### src/hw/rtl/alst_pkg.sv
// Package for the array list engine: field widths, command and status codes,
// and the command and status structs between controller and datapath.
// Depends on nothing; every other file of the block but alst_ram imports it.
package alst_pkg;

    localparam int ALST_DEPTH = 16;

    localparam int CMD_W = 3;
    localparam int POS_W = 4;
    localparam int VAL_W = 32;
    localparam int IDX_W = 4;
    localparam int ST_W  = 2;
    localparam int CNT_W = 5;

    typedef enum logic [CMD_W-1:0] {
        CMD_APPEND = 3'd0,
        CMD_INSERT = 3'd1,
        CMD_GET    = 3'd2,
        CMD_SET    = 3'd3,
        CMD_REMOVE = 3'd4,
        CMD_FIND   = 3'd5,
        CMD_CLEAR  = 3'd6
    } t_cmd;

    typedef enum logic [ST_W-1:0] {
        ST_OK    = 2'd0,
        ST_FULL  = 2'd1,
        ST_RANGE = 2'd2
    } t_status;

    typedef enum logic [1:0] {
        RA_POS,
        RA_PTR_M1,
        RA_PTR,
        RA_PTR_P1
    } t_rd_addr;

    typedef enum logic [1:0] {
        WA_FILL,
        WA_PTR,
        WA_POS
    } t_wr_addr;

    typedef enum logic [2:0] {
        PTR_HOLD,
        PTR_ZERO,
        PTR_FILL,
        PTR_INC,
        PTR_DEC
    } t_ptr_op;

    typedef enum logic [1:0] {
        FILL_HOLD,
        FILL_INC,
        FILL_DEC,
        FILL_CLR
    } t_fill_op;

    typedef struct packed {
        logic       cap;
        logic       rd_en;
        t_rd_addr   rd_addr;
        logic       wr_en;
        t_wr_addr   wr_addr;
        logic       wr_from_ram;
        t_ptr_op    ptr_op;
        t_fill_op   fill_op;
        logic       set_st;
        t_status    st;
        logic       take_rd;
        logic       take_hit;
        logic       out_load;
    } t_dp_cmd;

    typedef struct packed {
        logic [CMD_W-1:0] cmd;
        logic             full;
        logic             pos_gt_fill;
        logic             pos_ge_fill;
        logic             ptr_gt_pos;
        logic             ptr_lt_fill;
        logic             ptr_p1_lt_fill;
        logic             match;
        logic             out_free;
    } t_dp_stat;

endpackage

### src/hw/rtl/array_list_engine.sv
// Top level of the array list engine: a fixed-capacity ordered list of
// signed words. Instantiates the controller and the datapath; uses alst_pkg.
//
//   channel   direction  handshake               payload
//   in        sink       i_in_valid/o_in_stall   i_command i_position i_value
//   out       source     o_out_valid/i_out_stall o_read_value o_found
//                                                o_found_index o_status
//                                                o_item_count o_empty_res
//
// One command is handled at a time. The entry RAM has one read and one write
// port with a registered read, and each stored entry that a command walks
// is first read and then written or compared. Append, clear and the unused
// code walk no entries; get and set read one; insert moves each entry at or
// above the position up by one; find reads entries until the first match or
// the end of the list; remove searches the same way and then moves every
// later entry down by one. Reset is synchronous and active low; it empties
// the list, but entry contents stay undefined until written.
// A new command transfer is taken while an earlier result still waits in the
// output register; a result that finds the output register still stalled
// waits there until it drains.
module array_list_engine
    import alst_pkg::*;
#(
    parameter int DEPTH = ALST_DEPTH
) (
    input  logic                    i_clk,
    input  logic                    i_rst_n,
    input  logic                    i_in_valid,
    output logic                    o_in_stall,
    input  logic [CMD_W-1:0]        i_command,
    input  logic [POS_W-1:0]        i_position,
    input  logic signed [VAL_W-1:0] i_value,
    output logic                    o_out_valid,
    input  logic                    i_out_stall,
    output logic signed [VAL_W-1:0] o_read_value,
    output logic                    o_found,
    output logic [IDX_W-1:0]        o_found_index,
    output logic [ST_W-1:0]         o_status,
    output logic [CNT_W-1:0]        o_item_count,
    output logic                    o_empty_res
);

    // Command and status groups between the state machine and the datapath.
    t_dp_cmd  w_cmd;
    t_dp_stat w_stat;

    // The controller stalls the input channel whenever it is not idle, and
    // steers the RAM ports, the pointer and the fill count every cycle.
    alst_ctrl u_ctrl (
        .i_clk      (i_clk),
        .i_rst_n    (i_rst_n),
        .i_in_valid (i_in_valid),
        .o_in_stall (o_in_stall),
        .i_stat     (w_stat),
        .o_cmd      (w_cmd)
    );

    // The datapath holds the list itself, the captured command and the
    // output register that parts the result side from the command side.
    alst_dp #(
        .DEPTH (DEPTH)
    ) u_dp (
        .i_clk         (i_clk),
        .i_rst_n       (i_rst_n),
        .i_cmd         (w_cmd),
        .o_stat        (w_stat),
        .i_command     (i_command),
        .i_position    (i_position),
        .i_value       (i_value),
        .o_out_valid   (o_out_valid),
        .i_out_stall   (i_out_stall),
        .o_read_value  (o_read_value),
        .o_found       (o_found),
        .o_found_index (o_found_index),
        .o_status      (o_status),
        .o_item_count  (o_item_count),
        .o_empty_res   (o_empty_res)
    );

endmodule

### src/hw/rtl/alst_ram.sv
// Generic single-write, single-read RAM with a registered read port.
// Depends on nothing.
module alst_ram #(
    parameter int WIDTH = 32,
    parameter int DEPTH = 16
) (
    input  logic                     i_clk,
    input  logic                     i_wr_en,
    input  logic [$clog2(DEPTH)-1:0] i_wr_addr,
    input  logic [WIDTH-1:0]         i_wr_data,
    input  logic                     i_rd_en,
    input  logic [$clog2(DEPTH)-1:0] i_rd_addr,
    output logic [WIDTH-1:0]         o_rd_data
);

    logic [WIDTH-1:0] r_mem [DEPTH];
    logic [WIDTH-1:0] r_rd_data;

    always_ff @(posedge i_clk) begin
        if (i_wr_en) begin
            r_mem[i_wr_addr] <= i_wr_data;
        end
        if (i_rd_en) begin
            r_rd_data <= r_mem[i_rd_addr];
        end
    end

    assign o_rd_data = r_rd_data;

endmodule

### src/hw/rtl/alst_dp.sv
// Datapath of the array list engine: captured item, fill count, walk pointer,
// entry RAM, result fields and the output register.
// Depends on alst_pkg and alst_ram.
module alst_dp
    import alst_pkg::*;
#(
    parameter int DEPTH = ALST_DEPTH
) (
    input  logic                    i_clk,
    input  logic                    i_rst_n,
    input  t_dp_cmd                 i_cmd,
    output t_dp_stat                o_stat,
    input  logic [CMD_W-1:0]        i_command,
    input  logic [POS_W-1:0]        i_position,
    input  logic signed [VAL_W-1:0] i_value,
    output logic                    o_out_valid,
    input  logic                    i_out_stall,
    output logic signed [VAL_W-1:0] o_read_value,
    output logic                    o_found,
    output logic [IDX_W-1:0]        o_found_index,
    output logic [ST_W-1:0]         o_status,
    output logic [CNT_W-1:0]        o_item_count,
    output logic                    o_empty_res
);

    localparam int AW   = $clog2(DEPTH);
    localparam int CW   = $clog2(DEPTH + 1);
    localparam int CMPW = (CW > POS_W) ? CW : POS_W;
    localparam int OW   = (CW > CNT_W) ? CW : CNT_W;

    logic [CMD_W-1:0] r_cmd;
    logic [POS_W-1:0] r_pos;
    logic [VAL_W-1:0] r_val;
    logic [CW-1:0]    r_fill;
    logic [CW-1:0]    r_ptr;
    logic [VAL_W-1:0] r_rd;
    logic             r_fnd;
    logic [IDX_W-1:0] r_fidx;
    t_status          r_st;
    logic             r_o_valid;
    logic [VAL_W-1:0] r_o_rd;
    logic             r_o_fnd;
    logic [IDX_W-1:0] r_o_fidx;
    logic [ST_W-1:0]  r_o_st;
    logic [CNT_W-1:0] r_o_cnt;
    logic             r_o_empty;

    logic [CMPW-1:0]  w_pos_ext;
    logic [CMPW-1:0]  w_fill_ext;
    logic [CMPW-1:0]  w_ptr_ext;
    logic [CW-1:0]    w_ptr_m1;
    logic [CW:0]      w_ptr_p1;
    logic [OW-1:0]    w_cnt_ext;
    logic [AW-1:0]    w_rd_addr;
    logic [AW-1:0]    w_wr_addr;
    logic [VAL_W-1:0] w_wr_data;
    logic [VAL_W-1:0] w_rd_data;

    assign w_pos_ext  = CMPW'(r_pos);
    assign w_fill_ext = CMPW'(r_fill);
    assign w_ptr_ext  = CMPW'(r_ptr);
    assign w_ptr_m1   = r_ptr - 1'b1;
    assign w_ptr_p1   = {1'b0, r_ptr} + 1'b1;
    assign w_cnt_ext  = OW'(r_fill);

    always_comb begin
        unique case (i_cmd.rd_addr)
            RA_POS:    w_rd_addr = w_pos_ext[AW-1:0];
            RA_PTR_M1: w_rd_addr = w_ptr_m1[AW-1:0];
            RA_PTR:    w_rd_addr = r_ptr[AW-1:0];
            RA_PTR_P1: w_rd_addr = w_ptr_p1[AW-1:0];
            default:   w_rd_addr = r_ptr[AW-1:0];
        endcase
    end

    always_comb begin
        unique case (i_cmd.wr_addr)
            WA_FILL: w_wr_addr = r_fill[AW-1:0];
            WA_PTR:  w_wr_addr = r_ptr[AW-1:0];
            WA_POS:  w_wr_addr = w_pos_ext[AW-1:0];
            default: w_wr_addr = r_ptr[AW-1:0];
        endcase
    end

    assign w_wr_data = i_cmd.wr_from_ram ? w_rd_data : r_val;

    alst_ram #(
        .WIDTH (VAL_W),
        .DEPTH (DEPTH)
    ) u_ram (
        .i_clk     (i_clk),
        .i_wr_en   (i_cmd.wr_en),
        .i_wr_addr (w_wr_addr),
        .i_wr_data (w_wr_data),
        .i_rd_en   (i_cmd.rd_en),
        .i_rd_addr (w_rd_addr),
        .o_rd_data (w_rd_data)
    );

    // Captured item and per-item result fields.
    always_ff @(posedge i_clk) begin
        if (i_cmd.cap) begin
            r_cmd  <= i_command;
            r_pos  <= i_position;
            r_val  <= i_value;
            r_rd   <= '0;
            r_fnd  <= 1'b0;
            r_fidx <= '0;
            r_st   <= ST_OK;
        end else begin
            if (i_cmd.set_st) begin
                r_st <= i_cmd.st;
            end
            if (i_cmd.take_rd) begin
                r_rd <= w_rd_data;
            end
            if (i_cmd.take_hit) begin
                r_fnd  <= 1'b1;
                r_fidx <= w_ptr_ext[IDX_W-1:0];
            end
        end
    end

    always_ff @(posedge i_clk) begin
        unique case (i_cmd.ptr_op)
            PTR_HOLD: r_ptr <= r_ptr;
            PTR_ZERO: r_ptr <= '0;
            PTR_FILL: r_ptr <= r_fill;
            PTR_INC:  r_ptr <= w_ptr_p1[CW-1:0];
            PTR_DEC:  r_ptr <= w_ptr_m1;
            default:  r_ptr <= r_ptr;
        endcase
    end

    always_ff @(posedge i_clk) begin
        if (!i_rst_n) begin
            r_fill <= '0;
        end else begin
            unique case (i_cmd.fill_op)
                FILL_HOLD: r_fill <= r_fill;
                FILL_INC:  r_fill <= r_fill + 1'b1;
                FILL_DEC:  r_fill <= r_fill - 1'b1;
                FILL_CLR:  r_fill <= '0;
                default:   r_fill <= r_fill;
            endcase
        end
    end

    // Output register.
    always_ff @(posedge i_clk) begin
        if (!i_rst_n) begin
            r_o_valid <= 1'b0;
        end else if (i_cmd.out_load) begin
            r_o_valid <= 1'b1;
        end else if (!i_out_stall) begin
            r_o_valid <= 1'b0;
        end
    end

    always_ff @(posedge i_clk) begin
        if (i_cmd.out_load) begin
            r_o_rd    <= r_rd;
            r_o_fnd   <= r_fnd;
            r_o_fidx  <= r_fidx;
            r_o_st    <= r_st;
            r_o_cnt   <= w_cnt_ext[CNT_W-1:0];
            r_o_empty <= (r_fill == '0);
        end
    end

    assign o_stat.cmd            = r_cmd;
    assign o_stat.full           = (r_fill == CW'(DEPTH));
    assign o_stat.pos_gt_fill    = (w_pos_ext > w_fill_ext);
    assign o_stat.pos_ge_fill    = (w_pos_ext >= w_fill_ext);
    assign o_stat.ptr_gt_pos     = (w_ptr_ext > w_pos_ext);
    assign o_stat.ptr_lt_fill    = (r_ptr < r_fill);
    assign o_stat.ptr_p1_lt_fill = (w_ptr_p1 < {1'b0, r_fill});
    assign o_stat.match          = (w_rd_data == r_val);
    assign o_stat.out_free       = !r_o_valid || !i_out_stall;

    assign o_out_valid   = r_o_valid;
    assign o_read_value  = r_o_rd;
    assign o_found       = r_o_fnd;
    assign o_found_index = r_o_fidx;
    assign o_status      = r_o_st;
    assign o_item_count  = r_o_cnt;
    assign o_empty_res   = r_o_empty;

endmodule

### src/hw/rtl/alst_ctrl.sv
// Controller of the array list engine: one-hot state machine that sequences
// the datapath through decode, shift and search walks.
// Depends on alst_pkg.
module alst_ctrl
    import alst_pkg::*;
(
    input  logic     i_clk,
    input  logic     i_rst_n,
    input  logic     i_in_valid,
    output logic     o_in_stall,
    input  t_dp_stat i_stat,
    output t_dp_cmd  o_cmd
);

    typedef enum logic [9:0] {
        S_IDLE     = 10'b0000000001,
        S_DECODE   = 10'b0000000010,
        S_INS_RD   = 10'b0000000100,
        S_INS_WR   = 10'b0000001000,
        S_RD_WAIT  = 10'b0000010000,
        S_SRCH_RD  = 10'b0000100000,
        S_SRCH_CMP = 10'b0001000000,
        S_SHF_RD   = 10'b0010000000,
        S_SHF_WR   = 10'b0100000000,
        S_DONE     = 10'b1000000000
    } t_state;

    t_state  r_state;
    t_state  n_state;
    t_dp_cmd w_cmd;

    always_ff @(posedge i_clk) begin
        if (!i_rst_n) begin
            r_state <= S_IDLE;
        end else begin
            r_state <= n_state;
        end
    end

    always_comb begin
        n_state = r_state;
        w_cmd   = '0;
        unique case (r_state)
            S_IDLE: begin
                if (i_in_valid) begin
                    w_cmd.cap = 1'b1;
                    n_state   = S_DECODE;
                end
            end
            S_DECODE: begin
                n_state = S_DONE;
                unique case (i_stat.cmd)
                    CMD_APPEND: begin
                        if (i_stat.full) begin
                            w_cmd.set_st = 1'b1;
                            w_cmd.st     = ST_FULL;
                        end else begin
                            w_cmd.wr_en   = 1'b1;
                            w_cmd.wr_addr = WA_FILL;
                            w_cmd.fill_op = FILL_INC;
                        end
                    end
                    CMD_INSERT: begin
                        if (i_stat.pos_gt_fill) begin
                            w_cmd.set_st = 1'b1;
                            w_cmd.st     = ST_RANGE;
                        end else if (i_stat.full) begin
                            w_cmd.set_st = 1'b1;
                            w_cmd.st     = ST_FULL;
                        end else begin
                            w_cmd.ptr_op = PTR_FILL;
                            n_state      = S_INS_RD;
                        end
                    end
                    CMD_GET, CMD_SET: begin
                        if (i_stat.pos_ge_fill) begin
                            w_cmd.set_st = 1'b1;
                            w_cmd.st     = ST_RANGE;
                        end else begin
                            w_cmd.rd_en   = 1'b1;
                            w_cmd.rd_addr = RA_POS;
                            n_state       = S_RD_WAIT;
                        end
                    end
                    CMD_REMOVE, CMD_FIND: begin
                        w_cmd.ptr_op = PTR_ZERO;
                        n_state      = S_SRCH_RD;
                    end
                    CMD_CLEAR: begin
                        w_cmd.fill_op = FILL_CLR;
                    end
                    default: begin
                    end
                endcase
            end
            S_INS_RD: begin
                if (i_stat.ptr_gt_pos) begin
                    w_cmd.rd_en   = 1'b1;
                    w_cmd.rd_addr = RA_PTR_M1;
                    n_state       = S_INS_WR;
                end else begin
                    w_cmd.wr_en   = 1'b1;
                    w_cmd.wr_addr = WA_POS;
                    w_cmd.fill_op = FILL_INC;
                    n_state       = S_DONE;
                end
            end
            S_INS_WR: begin
                w_cmd.wr_en       = 1'b1;
                w_cmd.wr_addr     = WA_PTR;
                w_cmd.wr_from_ram = 1'b1;
                w_cmd.ptr_op      = PTR_DEC;
                n_state           = S_INS_RD;
            end
            S_RD_WAIT: begin
                w_cmd.take_rd = 1'b1;
                if (i_stat.cmd == CMD_SET) begin
                    w_cmd.wr_en   = 1'b1;
                    w_cmd.wr_addr = WA_POS;
                end
                n_state = S_DONE;
            end
            S_SRCH_RD: begin
                if (i_stat.ptr_lt_fill) begin
                    w_cmd.rd_en   = 1'b1;
                    w_cmd.rd_addr = RA_PTR;
                    n_state       = S_SRCH_CMP;
                end else begin
                    n_state = S_DONE;
                end
            end
            S_SRCH_CMP: begin
                if (i_stat.match) begin
                    w_cmd.take_hit = 1'b1;
                    n_state = (i_stat.cmd == CMD_REMOVE) ? S_SHF_RD : S_DONE;
                end else begin
                    w_cmd.ptr_op = PTR_INC;
                    n_state      = S_SRCH_RD;
                end
            end
            S_SHF_RD: begin
                if (i_stat.ptr_p1_lt_fill) begin
                    w_cmd.rd_en   = 1'b1;
                    w_cmd.rd_addr = RA_PTR_P1;
                    n_state       = S_SHF_WR;
                end else begin
                    w_cmd.fill_op = FILL_DEC;
                    n_state       = S_DONE;
                end
            end
            S_SHF_WR: begin
                w_cmd.wr_en       = 1'b1;
                w_cmd.wr_addr     = WA_PTR;
                w_cmd.wr_from_ram = 1'b1;
                w_cmd.ptr_op      = PTR_INC;
                n_state           = S_SHF_RD;
            end
            S_DONE: begin
                if (i_stat.out_free) begin
                    w_cmd.out_load = 1'b1;
                    n_state        = S_IDLE;
                end
            end
            default: begin
                n_state = S_IDLE;
            end
        endcase
    end

    assign o_cmd      = w_cmd;
    assign o_in_stall = (r_state != S_IDLE);

endmodule

### config.mk
export PLATFORM = sky130hd
export DESIGN_NAME = array_list_engine
export DESIGN_NICKNAME = d
export VERILOG_FILES = /design/src/hw/rtl/alst_pkg.sv /design/src/hw/rtl/array_list_engine.sv /design/src/hw/rtl/alst_ram.sv /design/src/hw/rtl/alst_dp.sv /design/src/hw/rtl/alst_ctrl.sv
export SDC_FILE = /design/constraint.sdc
export NUM_CORES = 1
export LEC_CHECK = 0
export ABC_AREA = 1
export BUFFER_PORTS_ARGS = -buffer_cell sky130_fd_sc_hd__buf_2
export CAP_MARGIN = 40
export CORE_UTILIZATION = 35
export DETAILED_ROUTE_END_ITERATION = 7
export SLEW_MARGIN = 40
export SYNTH_ARGS = -nofsm -noshare
export SYNTH_HDL_FRONTEND = slang
export SYNTH_SLANG_ARGS = --single-unit
export TNS_END_PERCENT = 10
### constraint.sdc
create_clock -name i_clk -period 11.08 [get_ports i_clk]
set_input_delay 1.662 -clock i_clk [delete_from_list [all_inputs] [get_ports i_clk]]
set_output_delay 1.662 -clock i_clk [all_outputs]
set_load 0.02 [all_outputs]
==> results of run 1 <==
layer usage:
metal / wire length [um] / track usage [%] / up-vias
li1: - / - / 9108
met1: 32100 / 23.8 / 9663
met2: 38700 / 31.9 / 774
met3: 5160 / 2.31 / 138
met4: 2160 / 7.05 / 0
met5: 0 / 0 / -
report_power, final:
group	internal, uW	total (uW)	switching (uW)
clock network	1320	2310	984
logic	115	386	271
registers	2870	2880	14.5
total	4300	5570	1270
layout by cell type (no fill, tap or decap), drive strengths merged, types with 2 or more instances in the layout:
master and count:
buf 160, nor4 2, clkinv 30, a22oi 3
nand2 568, o211ai 6, inv 129, nor3 9
nand4 12, o21ai 82, bufinv 4, dfxtp 55
xnor2 22, nor2 81, a21oi 57, xor2 7
nand3 680, ha 23, o22ai 2, edfxtp 633
clkbuf 86
path summary, 6_finish.rpt:
kind                                                   from                                 to  slack [ns]  cells after the start
worst min register to register  u_dp.r_fidx[1]$_SDFFE_PP0P_    u_dp.o_found_index[1]$_DFFE_PP_        0.43                      0
worst max-delay path                u_dp.r_ptr[0]$_DFFE_PP_  u_dp.u_ram.o_rd_data[0]$_DFFE_PP_        6.48                     20
worst max register to register      u_dp.r_ptr[0]$_DFFE_PP_  u_dp.u_ram.o_rd_data[0]$_DFFE_PP_        6.48                     20
worst min-delay path            u_dp.r_fidx[1]$_SDFFE_PP0P_    u_dp.o_found_index[1]$_DFFE_PP_        0.43                      0
critical path: stages (launching register included):
cell and delay, ns:
edfxtp_1 0.54, ha_1 0.30, nand3_1 0.10, xor2_1 0.23, ha_1 0.28, nand2_1 0.09
nand2_1 0.06, nor2_1 0.17, nand3_2 0.17, nand2_1 0.14, a21oi_4 0.07, buf_4 0.32
nand2_8 0.36, buf_16 0.29, buf_6 0.64, nand2_1 0.15, nand3_1 0.12, nand3_1 0.09
nand2_1 0.10, nand2_1 0.05, nand2_1 0.09
final cells by class:
cell class,instances,area [um2],share of cell area (%)
flip-flops and latches,688,20100,61.2
multi-input cells,1564,7670,23.3
clock inverters,41,324,0.986
repair buffers,160,1060,3.22
clock buffers,86,1900,5.80
inverters,123,464,1.41
well taps,1060,1330,4.04
state kept, by name (all words and copies together), names as in the netlist, 2 cells and up:
signal	count
u_dp.r_fidx	4
u_dp.u_ram.o_rd_data	32
u_dp.r_rd	32
u_dp.u_ram.r_mem	512
u_ctrl.r_state	10
u_dp.r_cmd	3
u_dp.r_pos	4
u_dp.o_item_count	5
u_dp.r_st	2
u_dp.r_val	32
u_dp.r_ptr	5
u_dp.r_fill	5
u_dp.o_status	2
u_dp.o_read_value	32
u_dp.o_found_index	4
stage by stage:
| step | std cells | power (uW) | util [%] |
|---|---|---|---|
| 2_1_floorplan | 2526 | 3200 | - |
| 3_3_place_gp | 3593 | 3310 | 37.7 |
| 3_5_place_dp | 3595 | 3320 | 37.8 |
| 4_1_cts | 3722 | 5610 | 40.5 |
| 5_1_grt | 3722 | 5750 | 40.5 |
| 6_report | 3722 | 5570 | 40.5 |
logic make-up after synthesis:
family / count (synthesis)
compound gates: 156
xor+xnor: 29
fa+ha+maj: 24
buf+inv: 274
flops: 688
simple gates: 1355
==> metrics, run 1 <==
Vias/cell=5.29; maximum clock path buffer count=3; latest clock arrival within the worst-skew pair=0.61 ns; Post-DP Area=30,600 um2; Max FO, Critical Path=100; first-pass GRT wire length=117,000 um; Top Ports=90; Synth area leader=edfxtp_1; Worst Hold Class=reg2reg; Mapped Cells=2,526; max_cap viols=0; CTS HTree Levels=3; clock skew=0.0177 ns; Root Buffer=clkbuf_16; area of the mapped netlist=28,900 um2; Synth Area in Adders=1.07%; Pre-antenna DRT Iters=8; nature of the critical path endpoint=flop; Setup Fix Bufs, Post-CTS=0; Crit path arrival time=5.08 ns; wire per inst=21.0 um; synth warn=0; pre-CTS setup slack=6.49 ns; Simple-Gate Fraction of Synth Area=21.0%; Setup Viol. Count Final=0; post-synth top area share=65.8%; Main synth FF type=edfxtp_1; worst vdd ir=0.000110 V; Synth Net Count=2,593; clk sinks=688; Post-synth ARST share=0%; initial core utilization=35.6%; final hold vios=0; core box area=81,100 um2; largest family of logic cells by synthesized area=simple AND/OR/NAND/NOR gates; Std-Cell Rows=104; #FFs+latches synth=688; fin crit period=4.60 ns; fill count=7,582; Hold Slack=0.427 ns; grt ovf=0; gr usage total=18.5%; routed wire length=78,100 um; DRT iter0 DRCs=1,847; Vias=19.7k; DRC errors left=0; Post-Synth XOR/XNOR Area=0.879%; RSZ-0062 raised after global routing=false; sequential area share after synthesis=69.6%; largest net degree at the start of global routing=159; Setup CP Type=reg2reg; die area=83,700 um2; remaining antenna violation count=0; Commonest cells post-synth=677 x nand3_1, 633 x edfxtp_1, 564 x nand2_1, 117 x inv_1, 74 x buf_2; Tightest Pin Transition=0.862 ns; DP HPWL=40,900 um; pwr/cell area=170 nW/um2; fin area=32,900 um2; Max Slew Vio Count=0; clock slew at reported path FFs=0.06 ns; final net count=2,673; Post-CTS Resized=0; number of port buffers=89; CTS Buf Count=69; crit path setup slack, layout=6.48 ns; post-synth cell types=41; Avg Cell Area, Syn=11.4 um2; Placer Congestion=0.900; EDFF count, synth=633; status=complete, no violations; Die Span X=289 um; ANT cells=0; most numerous cell in the Yosys netlist=nand3_1; CTS Hold Bufs=0; Max-slew headroom=42.5%; initial antenna violation count=0; Critical Path RT=11.56 ns; LEAKAGE=0.0121 uW; mux cell area share after synthesis=0%; CP Launch Type=flop; Area growth syn-to-layout=13.7%; Final period util=41.5%; Final TNS setup=0 ns; Peak Freq=0.217 GHz; chip height=289 um; vias in the first global route=19.0k; layout cells sized above 1=11.7%; largest cells by area after synthesis=edfxtp_1 66%, nand3_1 12%, nand2_1 7.3%; CTS tree=yes; complex-gate fraction of the synthesized area=2.91%
No activity file was read; power rests on OpenSTA's default activity.
==> run 2: changes to the inputs <==
--- a/config.mk
+++ b/config.mk
@@ -5,7 +5,7 @@
 export SDC_FILE = /design/constraint.sdc
 export NUM_CORES = 1
 export LEC_CHECK = 0
-export ABC_AREA = 1
+export ABC_AREA = 0
 export BUFFER_PORTS_ARGS = -buffer_cell sky130_fd_sc_hd__buf_2
 export CAP_MARGIN = 40
 export CORE_UTILIZATION = 35
==> constraint.sdc (replaced) <==
create_clock -name i_clk -period 4.5 [get_ports i_clk]
set_input_delay 0.675 -clock i_clk [delete_from_list [all_inputs] [get_ports i_clk]]
set_output_delay 0.675 -clock i_clk [all_outputs]
set_load 0.02 [all_outputs]
==> run 2 against run 1 <==
Effect of this change: clock skew is 0.0046 ns higher; total power up 140%; maximum frequency rose by 9.0%; cell area fell by 0.18%; critical endpoint is now u_dp.u_ram.o_rd_data[28]$_DFFE_PP_; sequential power up 150%; global-route usage down 0.81 points; die area fell by 2.8%; combinational power rose by 120%; register-to-register slack worse by 6.2 ns; via count shrank 18%; cell count decreased by 18%; largest power group unchanged; hold slack got worse by 0.18 ns.
==> metrics, run 2 <==
EDFF count, synth=633 (unchanged); Final TNS setup=0 ns (unchanged); hold depth=1 (was 0); #FFs+latches synth=688 (unchanged); nature of the critical path endpoint=flop (unchanged); pwr/cell area=416 nW/um2 (was 170 nW/um2); Crit path largest cell delay=0.52 ns (was 0.64 ns); Max FO, Critical Path=27 (was 100); synth warn=0 (unchanged); Area growth syn-to-layout=16.8% (was 13.7%); R2R cell count=14 (was 20); Hold EP=u_dp.r_val[30]$_DFFE_PP_ (was u_dp.o_found_index[1]$_DFFE_PP_); sequential area share after synthesis=71.6% (was 69.6%); Main synth FF type=edfxtp_1 (unchanged); Max-slew headroom=45.5% (was 42.5%); Synth Net Count=1,847 (was 2,593); gr usage total=17.7% (was 18.5%); layout cells sized above 1=20.3% (was 11.7%); core box area=79,100 um2 (was 81,100 um2); critical path, cell by cell=inv_1, ha_1, ha_1, o21a_1, a211oi_1, buf_4, o211ai_1, o211a_1, a22oi_4, buf_12, buf_12, mux4_2, and3_1, a221o_1 (was ha_1, nand3_1, xor2_1, ha_1, nand2_1, nand2_1, nor2_1, nand3_2, nand2_1, a21oi_4, buf_4, nand2_8, buf_16, buf_6, nand2_1, nand3_1, nand3_1, nand2_1, nand2_1, nand2_1); Post-synth ARST share=0% (unchanged); Crit path arrival time=4.57 ns (was 5.08 ns); CTS Hold Bufs=0 (unchanged); most flop-heavy register=u_dp.u_ram.r_mem (unchanged); number of port buffers=89 (unchanged); Total Power=13,600 uW (was 5570 uW); CTS Buf Count=72 (was 69); Placer Congestion=0.864 (was 0.900); largest net degree at the start of global routing=66 (was 159); first-pass GRT wire length=105,000 um (was 117,000 um); grt ovf=0 (unchanged); initial antenna violation count=2 (was 0); largest cells by area after synthesis=edfxtp_1 68%, mux2i_1 6.9%, dfxtp_1 3.9% (was edfxtp_1 66%, nand3_1 12%, nand2_1 7.3%); clock skew=0.0222 ns (was 0.0177 ns); Final period util=93.9% (was 41.5%); Largest register FFs=512 (unchanged); fin area=32,800 um2 (was 32,900 um2); LEAKAGE=0.0115 uW (was 0.0121 uW); Vias=16.1k (was 19.7k); Synth area leader=edfxtp_1 (unchanged); post-synth cell types=66 (was 41); RSZ-0062 raised after global routing=false (unchanged); chip height=285 um (was 289 um); Hold Slack=0.244 ns (was 0.427 ns); Post-DP Area=30,500 um2 (was 30,600 um2); initial core utilization=35.5% (was 35.6%); Root Buffer=clkbuf_16 (unchanged); final net count=2,005 (was 2,673); post-synth top area share=67.7% (was 65.8%); Top Ports=90 (unchanged); vias in the first global route=15.7k (was 19.0k); fin crit period=4.22 ns (was 4.60 ns); maximum clock path buffer count=3 (unchanged); r2r startpoint=u_dp.r_ptr[0]$_DFFE_PP_ (unchanged); most frequent cells in the layout=633 x edfxtp_1, 193 x mux2i_1, 179 x nor2_1 (was 677 x nand3_1, 633 x edfxtp_1, 563 x nand2_1); min-delay src=i_value[30] (was u_dp.r_fidx[1]$_SDFFE_PP0P_); DRT iter0 DRCs=1,399 (was 1,847); CTS HTree Levels=3 (unchanged); status=complete, no violations (unchanged); routed wire length=72,700 um (was 78,100 um); Max Slew Vio Count=0 (unchanged); Crit-path slowest cell=mux4_2 (was buf_6); worst vdd ir=0.000240 V (was 0.000110 V); Peak Freq=0.237 GHz (was 0.217 GHz); remaining antenna violation count=0 (unchanged); DRC errors left=0 (unchanged); Std-Cell Rows=103 (was 104); Setup CP Type=reg2reg (unchanged); area of the mapped netlist=28,100 um2 (was 28,900 um2); Core Util, Final=41.4% (was 40.5%); die area=81,400 um2 (was 83,700 um2); clock slew at reported path FFs=0.06 ns (about the same); Avg Cell Area, Syn=15.8 um2 (was 11.4 um2); clk sinks=688 (unchanged); Mapped Cells=1,780 (was 2,526); Setup Viol. Count Final=0 (unchanged); wire per inst=23.9 um (was 21.0 um); final hold vios=0 (unchanged); Commonest cells post-synth=633 x edfxtp_1, 197 x nor2_1, 193 x mux2i_1, 82 x nand2_1, 75 x a21oi_1 (was 677 x nand3_1, 633 x edfxtp_1, 564 x nand2_1, 117 x inv_1, 74 x buf_2); commonest non-fill, non-tap cell in the layout=edfxtp_1 (was nand3_1); DP HPWL=41,600 um (was 40,900 um); setup slack, reg-to-reg=0.28 ns (was 6.48 ns); Tightest Pin Transition=0.813 ns (was 0.862 ns); latest clock arrival within the worst-skew pair=0.60 ns (was 0.61 ns); worst r2r dst=u_dp.u_ram.o_rd_data[28]$_DFFE_PP_ (was u_dp.u_ram.o_rd_data[0]$_DFFE_PP_); Die Span X=285 um (was 289 um); CP Launch Type=flop (unchanged); CTS tree=yes (unchanged); most numerous cell in the Yosys netlist=edfxtp_1 (was nand3_1); Worst Hold Class=in2reg (was reg2reg); Critical Path RT=4.85 ns (was 11.56 ns); Pre-antenna DRT Iters=5 (was 8); Vias/cell=5.30 (was 5.29); max_cap viols=0 (unchanged)
run 2: how the worst max path moves through the flow:
| stage | start | end | cells past startpoint |
|---|---|---|---|
| floorplan | u_ctrl.r_state[4]$_SDFFE_PN0P_ | u_dp.u_ram.r_mem[9][0]$_DFFE_PP_ | 8 |
| global placement | u_dp.r_ptr[1]$_DFFE_PP_ | u_dp.u_ram.o_rd_data[23]$_DFFE_PP_ | 13 |
| detailed placement | u_dp.r_ptr[1]$_DFFE_PP_ | u_dp.u_ram.o_rd_data[6]$_DFFE_PP_ | 13 |
| CTS | u_dp.r_ptr[1]$_DFFE_PP_ | u_dp.u_ram.o_rd_data[6]$_DFFE_PP_ | 13 |
| global route | u_dp.r_ptr[0]$_DFFE_PP_ | u_dp.u_ram.o_rd_data[30]$_DFFE_PP_ | 15 |
| finish | u_dp.r_ptr[0]$_DFFE_PP_ | u_dp.u_ram.o_rd_data[28]$_DFFE_PP_ | 14 |
run 2: timing repair:
item | CTS | global route
resized for setup | 0 | 1
setup buffers | 0 | 1
setup endpoints to repair | 0 | 1
run 2: layout make-up:
cell class / instances / area [um2]
inverter: 23 / 86.3
antenna: 1 / 2.50
multi-input combinational: 982 / 7620
clock buffer: 95 / 1980
timing repair buffer: 171 / 1420
tap: 1050 / 1310
fill: 7156 / 46300
clock inverter: 30 / 259
sequential: 688 / 20100
run 2: power breakdown:
part | internal (uW) | switching (uW)
logic | 324 | 519
clock network | 3320 | 2370
registers | 7060 | 47.1
run 2: logic make-up (layout without fill, tap and decap cells):
| logic type | count (synthesis) | after routing | share of synthesized area [%] |
|---|---|---|---|
| AND/OR/NAND/NOR | 418 | 418 | 7.18 |
| AO/OA/AOI/OAI | 218 | 218 | 4.94 |
| multiplexers | 282 | 282 | 12.0 |
| adder cells (fa/ha/maj) | 24 | 24 | 1.10 |
| flip-flops | 688 | 688 | 71.6 |
| other | 0 | 1 | 0 |
| buffers and inverters | 110 | 319 | 1.94 |
| XOR/XNOR | 40 | 40 | 1.25 |
run 2: metrics by stage:
stage	std cells	worst slack, ns
floorplan	1780	0.349
global placement	2912	0.308
detailed placement	2912	0.249
CTS	3037	0.214
global route	3039	0.0815
finish	3040	0.277
run 2: worst max-delay path, delay by kind of cell, from the launching register on:
family	cells	cell delay [ns]
simple gates	1	0.19
compound gates	6	1.27
flops	1	0.43
mux	1	0.52
buf+inv	4	0.79
fa+ha+maj	2	0.69
run 2: routing by layer:
layer | global-route usage, % | part of all wire, % | vias to the layer above
met5 | 0 | 0 | -
met4 | 4.61 | 2.0 | 0
met3 | 3.61 | 7.2 | 89
met2 | 27.2 | 45 | 623
met1 | 25.5 | 45 | 8240
li1 | - | - | 7164
